[src/char_lcd_nibble_writer_assert.svh]
// Assertion helpers for the char_lcd_nibble_writer modules (used in clcd_back).
// Each expects signals named clock and reset in the enclosing module.
`ifndef CHAR_LCD_NIBBLE_WRITER_ASSERT_SVH
`define CHAR_LCD_NIBBLE_WRITER_ASSERT_SVH

// Same-cycle implication.
`define CLCD_ASSERT(lbl, ante, cons) \
   lbl: assert property (@(posedge clock) disable iff (reset) (ante) |-> (cons)) \
      else $error("char_lcd_nibble_writer: check failed");

// Next-cycle implication.
`define CLCD_ASSERT_NEXT(lbl, ante, cons) \
   lbl: assert property (@(posedge clock) disable iff (reset) (ante) |=> (cons)) \
      else $error("char_lcd_nibble_writer: check failed");

`endif

[src/clcd_pkg.sv]
`timescale 1ns / 1ps
package clcd_pkg;

   typedef struct packed {
      logic [2:0] func;
      logic [7:0] value;
      logic [5:0] column;
      logic [1:0] row;
      logic [6:0] cursor_address;
   } req_type;

   typedef struct packed {
      logic       reg_select;
      logic [3:0] nibble;
      logic       timed_only;
      logic       last;
   } rsp_type;

   localparam logic [2:0] FUNC_INIT = 3'd0;
   localparam logic [2:0] FUNC_PUT  = 3'd1;
   localparam logic [2:0] FUNC_CMD  = 3'd2;
   localparam logic [2:0] FUNC_DATA = 3'd3;
   localparam logic [2:0] FUNC_GOTO = 3'd4;

   localparam logic [2:0] CSR_LINE_COUNT  = 3'd0;
   localparam logic [2:0] CSR_LINE1_START = 3'd1;
   localparam logic [2:0] CSR_LINE2_START = 3'd2;
   localparam logic [2:0] CSR_LINE3_START = 3'd3;
   localparam logic [2:0] CSR_LINE4_START = 3'd4;
   localparam logic [2:0] CSR_LINE_LENGTH = 3'd5;
   localparam logic [2:0] CSR_WRAP_ENABLE = 3'd6;

   localparam logic [2:0] LINES_ONE = 3'd1;
   localparam logic [2:0] LINES_TWO = 3'd2;

   // job kinds queued between front and back
   localparam logic [1:0] JOB_INIT = 2'd0;
   localparam logic [1:0] JOB_ONE  = 2'd1;
   localparam logic [1:0] JOB_TWO  = 2'd2;

   typedef struct packed {
      logic [1:0] kind;
      logic [7:0] first_byte;
      logic       first_rs;
      logic [7:0] second_byte;
      logic       second_rs;
   } job_type;

   localparam logic [7:0] CMD_SET_ADDR    = 8'h80;
   localparam logic [7:0] CMD_FUNC_1LINE  = 8'h20;
   localparam logic [7:0] CMD_FUNC_NLINE  = 8'h28;
   localparam logic [7:0] CMD_DISPLAY_OFF = 8'h08;
   localparam logic [7:0] CMD_CLEAR       = 8'h01;
   localparam logic [7:0] CMD_ENTRY_MODE  = 8'h06;
   localparam logic [7:0] CHAR_NEWLINE    = 8'h0A;
   localparam logic [3:0] NIB_WAKE        = 4'h3;
   localparam logic [3:0] NIB_4BIT        = 4'h2;

   // sequencer step positions
   localparam logic [3:0] STEP_WAKE_LAST = 4'd3;
   localparam logic [3:0] STEP_INIT_BYTES = 4'd4;
   localparam logic [3:0] STEP_INIT_LAST = 4'd13;
   localparam logic [3:0] STEP_PAIR_LAST = 4'd3;
   localparam logic [3:0] STEP_ONE_FIRST = 4'd2;

   localparam int QUEUE_DEPTH = 2;
   localparam int QUEUE_PTR_W = $clog2(QUEUE_DEPTH);
   localparam int QUEUE_CNT_W = $clog2(QUEUE_DEPTH + 1);

endpackage

[src/clcd_queue.sv]
`timescale 1ns / 1ps
module clcd_queue import clcd_pkg::*; (
   input  logic    clock,
   input  logic    reset,
   input  logic    push,
   input  job_type job_in,
   input  logic    pop,
   output job_type job_out,
   output logic    full,
   output logic    empty
);

   job_type                entry_ff [QUEUE_DEPTH];
   logic [QUEUE_PTR_W-1:0] wr_ptr_ff, wr_ptr_in;
   logic [QUEUE_PTR_W-1:0] rd_ptr_ff, rd_ptr_in;
   logic [QUEUE_CNT_W-1:0] count_ff, count_in;

   assign full    = (count_ff == QUEUE_CNT_W'(QUEUE_DEPTH));
   assign empty   = (count_ff == '0);
   assign job_out = entry_ff[rd_ptr_ff];

   always_comb begin
      wr_ptr_in = wr_ptr_ff;
      rd_ptr_in = rd_ptr_ff;
      count_in  = count_ff;
      if (push) begin
         wr_ptr_in = (wr_ptr_ff == QUEUE_PTR_W'(QUEUE_DEPTH - 1)) ? '0 : wr_ptr_ff + 1'b1;
      end
      if (pop) begin
         rd_ptr_in = (rd_ptr_ff == QUEUE_PTR_W'(QUEUE_DEPTH - 1)) ? '0 : rd_ptr_ff + 1'b1;
      end
      if (push && !pop) begin
         count_in = count_ff + 1'b1;
      end else if (pop && !push) begin
         count_in = count_ff - 1'b1;
      end
   end

   always_ff @(posedge clock) begin
      if (reset) begin
         wr_ptr_ff <= '0;
         rd_ptr_ff <= '0;
         count_ff  <= '0;
      end else begin
         wr_ptr_ff <= wr_ptr_in;
         rd_ptr_ff <= rd_ptr_in;
         count_ff  <= count_in;
      end
   end

   always_ff @(posedge clock) begin
      if (push) begin
         entry_ff[wr_ptr_ff] <= job_in;
      end
   end

endmodule

[src/clcd_front.sv]
`timescale 1ns / 1ps
module clcd_front import clcd_pkg::*; (
   input  logic       clock,
   input  logic       reset,
   input  logic       req_valid,
   output logic       req_ready,
   input  req_type    req_data,
   input  logic       csr_valid,
   output logic       csr_ready,
   input  logic [2:0] csr_index,
   input  logic [6:0] csr_data,
   input  logic       q_full,
   output logic       push,
   output job_type    job
);

   logic [2:0] line_count_ff;
   logic [6:0] line1_start_ff, line2_start_ff, line3_start_ff, line4_start_ff;
   logic [6:0] line_length_ff;
   logic       wrap_enable_ff;

   logic       mode_one, mode_two;
   logic [6:0] pos;
   logic [6:0] newline_addr;
   logic [7:0] end1, end2, end3, end4;
   logic       hit1, hit2, hit3, hit4;
   logic       wrap_hit;
   logic [6:0] wrap_next;
   logic [6:0] goto_start;
   logic       func_known;

   assign csr_ready = 1'b1;
   assign req_ready = !q_full;

   always_ff @(posedge clock) begin
      if (reset) begin
         line_count_ff  <= 3'd2;
         line1_start_ff <= 7'd0;
         line2_start_ff <= 7'd64;
         line3_start_ff <= 7'd20;
         line4_start_ff <= 7'd84;
         line_length_ff <= 7'd16;
         wrap_enable_ff <= 1'b0;
      end else if (csr_valid) begin
         case (csr_index)
            CSR_LINE_COUNT:  line_count_ff  <= csr_data[2:0];
            CSR_LINE1_START: line1_start_ff <= csr_data;
            CSR_LINE2_START: line2_start_ff <= csr_data;
            CSR_LINE3_START: line3_start_ff <= csr_data;
            CSR_LINE4_START: line4_start_ff <= csr_data;
            CSR_LINE_LENGTH: line_length_ff <= csr_data;
            CSR_WRAP_ENABLE: wrap_enable_ff <= csr_data[0];
            default: begin
            end
         endcase
      end
   end

   assign mode_one = (line_count_ff == LINES_ONE);
   assign mode_two = (line_count_ff == LINES_TWO);
   assign pos      = req_data.cursor_address;

   always_comb begin
      if (mode_one) begin
         newline_addr = 7'd0;
      end else if (mode_two) begin
         newline_addr = (pos < line2_start_ff) ? line2_start_ff : line1_start_ff;
      end else if (pos < line3_start_ff) begin
         newline_addr = line2_start_ff;
      end else if (pos >= line2_start_ff && pos < line4_start_ff) begin
         newline_addr = line3_start_ff;
      end else if (pos >= line3_start_ff && pos < line2_start_ff) begin
         newline_addr = line4_start_ff;
      end else begin
         newline_addr = line1_start_ff;
      end
   end

   // line ends compared at full width, no truncation
   assign end1 = {1'b0, line1_start_ff} + {1'b0, line_length_ff};
   assign end2 = {1'b0, line2_start_ff} + {1'b0, line_length_ff};
   assign end3 = {1'b0, line3_start_ff} + {1'b0, line_length_ff};
   assign end4 = {1'b0, line4_start_ff} + {1'b0, line_length_ff};
   assign hit1 = ({1'b0, pos} == end1);
   assign hit2 = ({1'b0, pos} == end2) && !mode_one;
   assign hit3 = ({1'b0, pos} == end3) && !mode_one && !mode_two;
   assign hit4 = ({1'b0, pos} == end4) && !mode_one && !mode_two;
   assign wrap_hit = hit1 || hit2 || hit3 || hit4;

   always_comb begin
      if (hit1) begin
         wrap_next = mode_one ? line1_start_ff : line2_start_ff;
      end else if (hit2) begin
         wrap_next = mode_two ? line1_start_ff : line3_start_ff;
      end else if (hit3) begin
         wrap_next = line4_start_ff;
      end else begin
         wrap_next = line1_start_ff;
      end
   end

   always_comb begin
      if (mode_one || req_data.row == 2'd0) begin
         goto_start = line1_start_ff;
      end else if (mode_two || req_data.row == 2'd1) begin
         goto_start = line2_start_ff;
      end else if (req_data.row == 2'd2) begin
         goto_start = line3_start_ff;
      end else begin
         goto_start = line4_start_ff;
      end
   end

   always_comb begin
      job             = '0;
      job.kind        = JOB_ONE;
      job.second_byte = req_data.value;
      func_known      = 1'b1;
      case (req_data.func)
         FUNC_INIT: begin
            job.kind       = JOB_INIT;
            job.first_byte = mode_one ? CMD_FUNC_1LINE : CMD_FUNC_NLINE;
         end
         FUNC_PUT: begin
            if (req_data.value == CHAR_NEWLINE) begin
               job.second_byte = {1'b1, newline_addr};
            end else begin
               job.second_rs = 1'b1;
               if (wrap_enable_ff && wrap_hit) begin
                  job.kind       = JOB_TWO;
                  job.first_byte = {1'b1, wrap_next};
               end
            end
         end
         FUNC_CMD: begin
         end
         FUNC_DATA: begin
            job.second_rs = 1'b1;
         end
         FUNC_GOTO: begin
            job.second_byte = CMD_SET_ADDR + {1'b0, goto_start} + {2'b0, req_data.column};
         end
         default: begin
            // undefined codes are taken and dropped
            func_known = 1'b0;
         end
      endcase
   end

   assign push = req_valid && req_ready && func_known;

endmodule

[src/clcd_back.sv]
`timescale 1ns / 1ps
`include "char_lcd_nibble_writer_assert.svh"
module clcd_back import clcd_pkg::*; (
   input  logic    clock,
   input  logic    reset,
   input  logic    q_empty,
   input  job_type head,
   output logic    pop,
   output logic    rsp_valid,
   input  logic    rsp_ready,
   output rsp_type rsp_data
);

   logic       active_ff, active_in;
   logic [3:0] step_ff, step_in;
   logic       rsp_valid_ff, rsp_valid_in;
   rsp_type    rsp_data_ff, rsp_data_in;

   logic       is_init;
   logic [3:0] cur_step;
   logic [3:0] init_idx;
   logic [7:0] cur_byte;
   logic       advance;
   rsp_type    nib;

   assign is_init  = (head.kind == JOB_INIT);
   assign cur_step = active_ff ? step_ff : ((head.kind == JOB_ONE) ? STEP_ONE_FIRST : 4'd0);
   assign init_idx = cur_step - STEP_INIT_BYTES;

   always_comb begin
      nib      = '0;
      cur_byte = head.second_byte;
      if (is_init) begin
         case (init_idx[3:1])
            3'd0:    cur_byte = head.first_byte;
            3'd1:    cur_byte = CMD_DISPLAY_OFF;
            3'd2:    cur_byte = CMD_CLEAR;
            3'd3:    cur_byte = CMD_ENTRY_MODE;
            default: cur_byte = head.second_byte;
         endcase
         if (cur_step <= STEP_WAKE_LAST) begin
            nib.timed_only = 1'b1;
            nib.nibble     = (cur_step == STEP_WAKE_LAST) ? NIB_4BIT : NIB_WAKE;
         end else begin
            nib.nibble = init_idx[0] ? cur_byte[3:0] : cur_byte[7:4];
         end
         nib.last = (cur_step == STEP_INIT_LAST);
      end else begin
         cur_byte       = cur_step[1] ? head.second_byte : head.first_byte;
         nib.reg_select = cur_step[1] ? head.second_rs : head.first_rs;
         nib.nibble     = cur_step[0] ? cur_byte[3:0] : cur_byte[7:4];
         nib.last       = (cur_step == STEP_PAIR_LAST);
      end
   end

   // advance when a job is queued and the output slot is free or being emptied this cycle
   assign advance = !q_empty && (!rsp_valid_ff || rsp_ready);
   assign pop     = advance && nib.last;

   always_comb begin
      active_in    = active_ff;
      step_in      = step_ff;
      rsp_valid_in = rsp_valid_ff && !rsp_ready;
      rsp_data_in  = rsp_data_ff;
      if (advance) begin
         active_in    = !nib.last;
         step_in      = cur_step + 1'b1;
         rsp_valid_in = 1'b1;
         rsp_data_in  = nib;
      end
   end

   always_ff @(posedge clock) begin
      if (reset) begin
         active_ff    <= 1'b0;
         step_ff      <= '0;
         rsp_valid_ff <= 1'b0;
      end else begin
         active_ff    <= active_in;
         step_ff      <= step_in;
         rsp_valid_ff <= rsp_valid_in;
      end
   end

   always_ff @(posedge clock) begin
      rsp_data_ff <= rsp_data_in;
   end

   assign rsp_valid = rsp_valid_ff;
   assign rsp_data  = rsp_data_ff;

   `CLCD_ASSERT(a_timed_not_last, rsp_valid_ff && rsp_data_ff.timed_only, !rsp_data_ff.last)
   `CLCD_ASSERT(a_active_has_job, active_ff, !q_empty)
   `CLCD_ASSERT(a_step_range, active_ff, step_ff <= STEP_INIT_LAST)
   `CLCD_ASSERT_NEXT(a_pop_ends_job, pop, !active_ff && rsp_valid_ff && rsp_data_ff.last)

endmodule

[src/char_lcd_nibble_writer.sv]
`timescale 1ns / 1ps
// Host-side request encoder for a 4-bit character LCD bus.
// req_* : one request per handshake (initialise, put character, command,
//         data, go to position); req_data carries func, value, column, row
//         and the cursor address last read back from the display.
// rsp_* : one enable-pulse nibble per handshake, high nibble first, with its
//         register select, a timed-only flag for the wake-up nibbles and a
//         last flag on the final nibble of each request.
// csr_* : register writes (line count, four line starts, line length, wrap),
//         always ready; write only while no request is in flight.
// A taken request is written into the job queue; nibbles leave through a registered output stage.
// The back-end sequencer issues one nibble per cycle while rsp_ready is not
// stalled; a request yields 2 nibbles (command, data, go to, plain put),
// 4 (put with wrap) or 14 (initialise). Undefined func codes are taken and produce nothing.
// A two-entry job queue sits between the classifier and the sequencer, so
// req_ready stays high while the output side works off earlier requests.
// A stalled rsp_ready holds the current nibble; new requests are taken until
// the queue is full. Synchronous reset empties the queue and output stage
// and restores the register defaults.
module char_lcd_nibble_writer import clcd_pkg::*; (
   input  logic       clock,
   input  logic       reset,
   input  logic       req_valid,
   output logic       req_ready,
   input  req_type    req_data,
   output logic       rsp_valid,
   input  logic       rsp_ready,
   output rsp_type    rsp_data,
   input  logic       csr_valid,
   output logic       csr_ready,
   input  logic [2:0] csr_index,
   input  logic [6:0] csr_data
);

   logic    q_full, q_empty, push, pop;
   job_type job_in, job_head;

   clcd_front u_front (
      .clock     (clock),
      .reset     (reset),
      .req_valid (req_valid),
      .req_ready (req_ready),
      .req_data  (req_data),
      .csr_valid (csr_valid),
      .csr_ready (csr_ready),
      .csr_index (csr_index),
      .csr_data  (csr_data),
      .q_full    (q_full),
      .push      (push),
      .job       (job_in)
   );

   clcd_queue u_queue (
      .clock   (clock),
      .reset   (reset),
      .push    (push),
      .job_in  (job_in),
      .pop     (pop),
      .job_out (job_head),
      .full    (q_full),
      .empty   (q_empty)
   );

   clcd_back u_back (
      .clock     (clock),
      .reset     (reset),
      .q_empty   (q_empty),
      .head      (job_head),
      .pop       (pop),
      .rsp_valid (rsp_valid),
      .rsp_ready (rsp_ready),
      .rsp_data  (rsp_data)
   );

endmodule
[config.mk]
export PLATFORM = sky130hd
export DESIGN_NAME = char_lcd_nibble_writer
export DESIGN_NICKNAME = d
export VERILOG_FILES = /design/src/clcd_pkg.sv /design/src/clcd_queue.sv /design/src/clcd_front.sv /design/src/clcd_back.sv /design/src/char_lcd_nibble_writer.sv
export VERILOG_INCLUDE_DIRS = /design/src /design/src/src
export SDC_FILE = /design/constraint.sdc
export NUM_CORES = 1
export LEC_CHECK = 0
export BUFFER_PORTS_ARGS = -buffer_cell sky130_fd_sc_hd__buf_4
export CAP_MARGIN = 30
export CORE_MARGIN = 1.5
export CORE_UTILIZATION = 50
export DETAILED_ROUTE_END_ITERATION = 7
export PLACE_DENSITY_LB_ADDON = 0.15
export SLEW_MARGIN = 5
export SYNTH_ARGS = -nofsm -noshare
export SYNTH_HDL_FRONTEND = slang
export SYNTH_SLANG_ARGS = --single-unit
[constraint.sdc]
create_clock -name clock -period 4.19 [get_ports clock]
set_input_delay 0.2095 -clock clock [delete_from_list [all_inputs] [get_ports clock]]
set_output_delay 0.2095 -clock clock [all_outputs]
set_load 0.05 [all_outputs]
==> summary.md <==
| Metric | Value |
|---|---|
| Status | `completed` |
| Crit path buf inv count | `2` |
| CP top delay family | `simple AND/OR/NAND/NOR gates` |
| Most frequent cells after synthesis | `77 x nand2_1, 76 x nor2_1, 60 x ha_1, 50 x dfxtp_1, 46 x o21ai_0` |
| Initial antenna violation count | `0` |
| Crit path max fanout | `14` |
| Port Buffers | `49` |
| Routability Congestion | `0.9888` |
| Worst R2R Setup Slack | `0.46 ns` |
| Worst Skew | `0.008826 ns` |
| Met3 wire length | `1.135 mm` |
| Count leader, synth | `nand2_1` |
| Post-CTS setup buffer count | `0` |
| Setup Crit Path Kind | `reg -> reg` |
| Clock sink count | `93` |
| Worst-Margin Slew | `0.9627 ns` |
| ANT nets after route | `0` |
| IO Pins | `51` |
| Largest net degree at the start of global routing | `between 50 and 60` |
| Req. time, crit path | `4.30 ns` |
| Final Total Pwr | `2.340 mW` |
| Gr ovfl total | `0` |
| # hold bufs at CTS | `0` |
| CP arrival | `between 3 and 4 ns` |
| Max Slew Vio Count | `0` |
| Fin crit share | `88.91%` |
| Cell Chain, Critical Path | `ha_1 > inv_1 > fa_1 > xnor2_1 > a211oi_1 > nand4_1 > nor4b_2 > buf_4 > and2b_2 > and3_2 > a2111oi_2` |
| Mapped Cells | `a little under 800` |
| Total Wirelength | `21.98 mm` |
| Dpl hpwl | `17.41 mm` |
| Starting DRT DRC Count | `507` |
| CTS root buffer | `clkbuf_16` |
| FFs w/ async S/R, synth | `0%` |
| Detailed Routing Iterations Pass 1 | `5` |
| Post-DR vias/cell | `between 6 and 7` |
| CTS H-tree depth | `3` |
| CTS max path bufs | `2` |
| Synth top area share | `17.88%` |
| Critical path's slowest cell | `dfxtp_1` |
| Vias in the first global route | `6248` |
| Worst Setup Start Kind | `register` |
| Cell internal pwr | `1.634 mW` |
| Total CTS buffers | `9` |
| Critical Path Source | `u_front.line1_start_ff[0]` |
| FF+latch count, synth | `93` |
| Clock slew at reported path FFs | `0.06 ns` |
| Post-route minimum period | `3.725 ns` |
| Metal-1 WL | `between 8 and 9 mm` |
| Syn nets | `899` |
| Maxcap violations | `0` |
| NetSw | `0.7052 mW` |
| Placed Instances | `1018` |
| Cell Area, Synth | `7222 µm²` |
| Area delta synth->final | `12.39%` |
| Most used DFF post-synth | `dfxtp_1` |
| TritonCTS clock tree | `yes` |
| Highest routed layer | `met4` |
| Leak Pwr | `around 3.3 nW` |
| Final nets | `955` |
| Minimum hold slack | `0.1278 ns` |
| Vias | `around 6300` |
| Final setup violation count | `0` |
| Clock share of power | `about a third` |
| Largest cells by area after synthesis | `edfxtp_1 18%, dfxtp_1 14%, ha_1 10%` |
| GRT Util Overall | `30.15%` |
| Synthesized area per cell | `9.107 µm²` |
| DIE AREA | `15170 µm²` |
| RSZ-0062 raised after global routing | `no` |
| Met2 wire len | `10.51 mm` |
| Worst hold path type | `in -> reg` |
| PwrDens | `288.3 nW/µm²` |
| Post_cts resized | `0` |
| Combinational group share of total power | `a little under a quarter` |
| CORE AREA | `13990 µm²` |
| Clock Latency Late Sink | `0.34 ns` |
| Row count | `43` |
| F_max | `around 0.27 GHz` |
| Critical Path Sink | `u_queue.entry_ff[1][10]` |
| Share of cells above drive strength 1 | `approximately 16%` |
| Count of cell instances traversed by the critical path | `11` |
| Final Hold Viols | `0` |
| Flop pwr share | `44.6%` |
| Reg2reg start | `u_front.line1_start_ff[0]` |
| Worst rel slew slack | `34.92%` |
| Switching Fraction | `30.14%` |
| First-pass GRT wire length | `33.98 mm` |
| Peak supply drop | `0.2338 mV` |
| Total negative slack | `0 ns` |
| Die Span X | `123.2 µm` |
| Post-layout util | `between 50% and 60%` |
| Yosys top cell by area | `edfxtp_1` |
| # DRC | `0` |
| Ant. Diodes | `0` |
| Initial Utilization | `51.63%` |
| Register area share after synthesis | `31.74%` |
| Worst setup EP type | `register` |
| Synth warnings | `0` |
| Die height | `between 100 and 150 µm` |
| Filler cells | `1246` |
| Hold path cells | `2` |
| Synth unique cells | `81` |
| Post-synth EDFFs | `43` |
| Crit path largest cell delay | `about 0.62 ns` |
| Non-filler cells in the finished layout | `approximately 1000` |
| Reg2Reg Depth | `11` |
| Reg2reg end | `u_queue.entry_ff[1][10]` |
| WL/cell | `21.25 µm` |
metrics by stage:
stage	setup WS, ns	instance area, µm²
final	0.4645	8117
after global routing	0.3189	8117
after CTS	0.5448	8117
after detailed placement	0.5636	7843
after global placement	0.7170	7838
after floorplan	1.021	7222
worst register-to-register path, stage by stage, from the launching register on:
cell and delay, ns:
dfxtp_1 0.62, ha_1 0.28, inv_1 0.06, fa_1 0.46, xnor2_1 0.14, a211oi_1 0.21
nand4_1 0.13, nor4b_2 0.40, buf_4 0.29, and2b_2 0.29, and3_2 0.22, a2111oi_2 0.41
registers in the layout, summed over array words and instances (netlist names), named ones only:
register,flops
u_queue.rd_ptr_ff,1
u_front.line_length_ff,7
u_front.line4_start_ff,7
u_queue.entry_ff,36
u_front.line1_start_ff,7
u_back.rsp_valid,1
u_front.line3_start_ff,7
u_front.line_count_ff,3
u_front.line2_start_ff,7
u_back.step_ff,4
u_back.active_ff,1
u_back.rsp_data,7
u_front.wrap_enable_ff,1
u_queue.count_ff,2
u_queue.wr_ptr_ff,1
placed cells by master, fill, tap and decap left out, types with 5 or more instances in the layout:
cell,synthesis,final
o211ai_1,8,8
inv_1,42,43
xnor2_1,30,30
a211o_1,7,7
ha_1,60,60
nand2b_1,16,16
buf_4,2,72
clkbuf_16,0,9
nand3_1,13,13
mux2i_1,43,43
xor2_1,15,15
nor2b_1,12,12
edfxtp_1,43,43
and3_1,10,10
o22ai_1,10,10
nand4_1,5,5
nor3_1,16,16
o21ai_1,9,9
o21a_1,5,5
nor4_2,5,5
fa_1,5,5
o21ai_0,46,46
mux2_2,8,8
a21o_1,15,15
a21oi_1,41,41
dfxtp_1,50,50
nand2_1,77,77
a211oi_1,10,10
o31ai_1,6,6
nor2_1,76,76
mux4_2,7,7
power groups by stage:
stage	clock [mW]	sequential, mW	combinational (mW)
final	0.755	1.04	0.541
after detailed placement	0	1.06	0.536
after global placement	0	1.06	0.525
after global routing	0.805	1.05	0.595
after CTS	0.767	1.04	0.538
after floorplan	0	1.09	0.337
layout make-up:
| class | instances | area (µm²) | area share [%] |
|---|---|---|---|
| Clock buffer | 10 | 239.0 | 2.944 |
| Timing Repair Buffer | 73 | 545.5 | 6.721 |
| Tap cell | 180 | 225.2 | 2.775 |
| Multi-Input combinational cell | 629 | 4618 | 56.90 |
| Inverter | 43 | 161.4 | 1.989 |
| Clock inverter | 6 | 35.03 | 0.4316 |
| Sequential cell | 93 | 2292 | 28.24 |
cells by family after synthesis:
| family | count (synthesis) | share of synthesized area [%] |
|---|---|---|
| AOI/OAI and AO/OA | 194 | 18.31 |
| xor gates and xnor gates | 48 | 6.133 |
| adders and majority gates | 65 | 11.78 |
| buffers and inverters | 71 | 4.314 |
| DFF | 93 | 31.74 |
| muxes | 59 | 9.598 |
| other | 1 | 0.05193 |
| and+or+nand+nor | 262 | 18.07 |
worst min path at each step:
stage	from	endpoint	slack (ns)
2_1_floorplan	csr_data[2]	u_front.line4_start_ff[2]	0.33
3_3_place_gp	csr_data[4]	u_front.line_length_ff[4]	0.47
3_5_place_dp	csr_data[4]	u_front.line_length_ff[4]	0.47
4_1_cts	csr_data[4]	u_front.line_length_ff[4]	0.12
5_1_grt	csr_data[6]	u_front.line4_start_ff[6]	0.13
6_report	csr_data[4]	u_front.line_length_ff[4]	0.13
routing by layer:
layer	vias up	track usage [%]
li1	3008	-
met1	2990	36.67
met2	226	50.38
met3	73	4.520
met4	0	18.32
met5	-	0
Power figures use the tool's default switching activity.
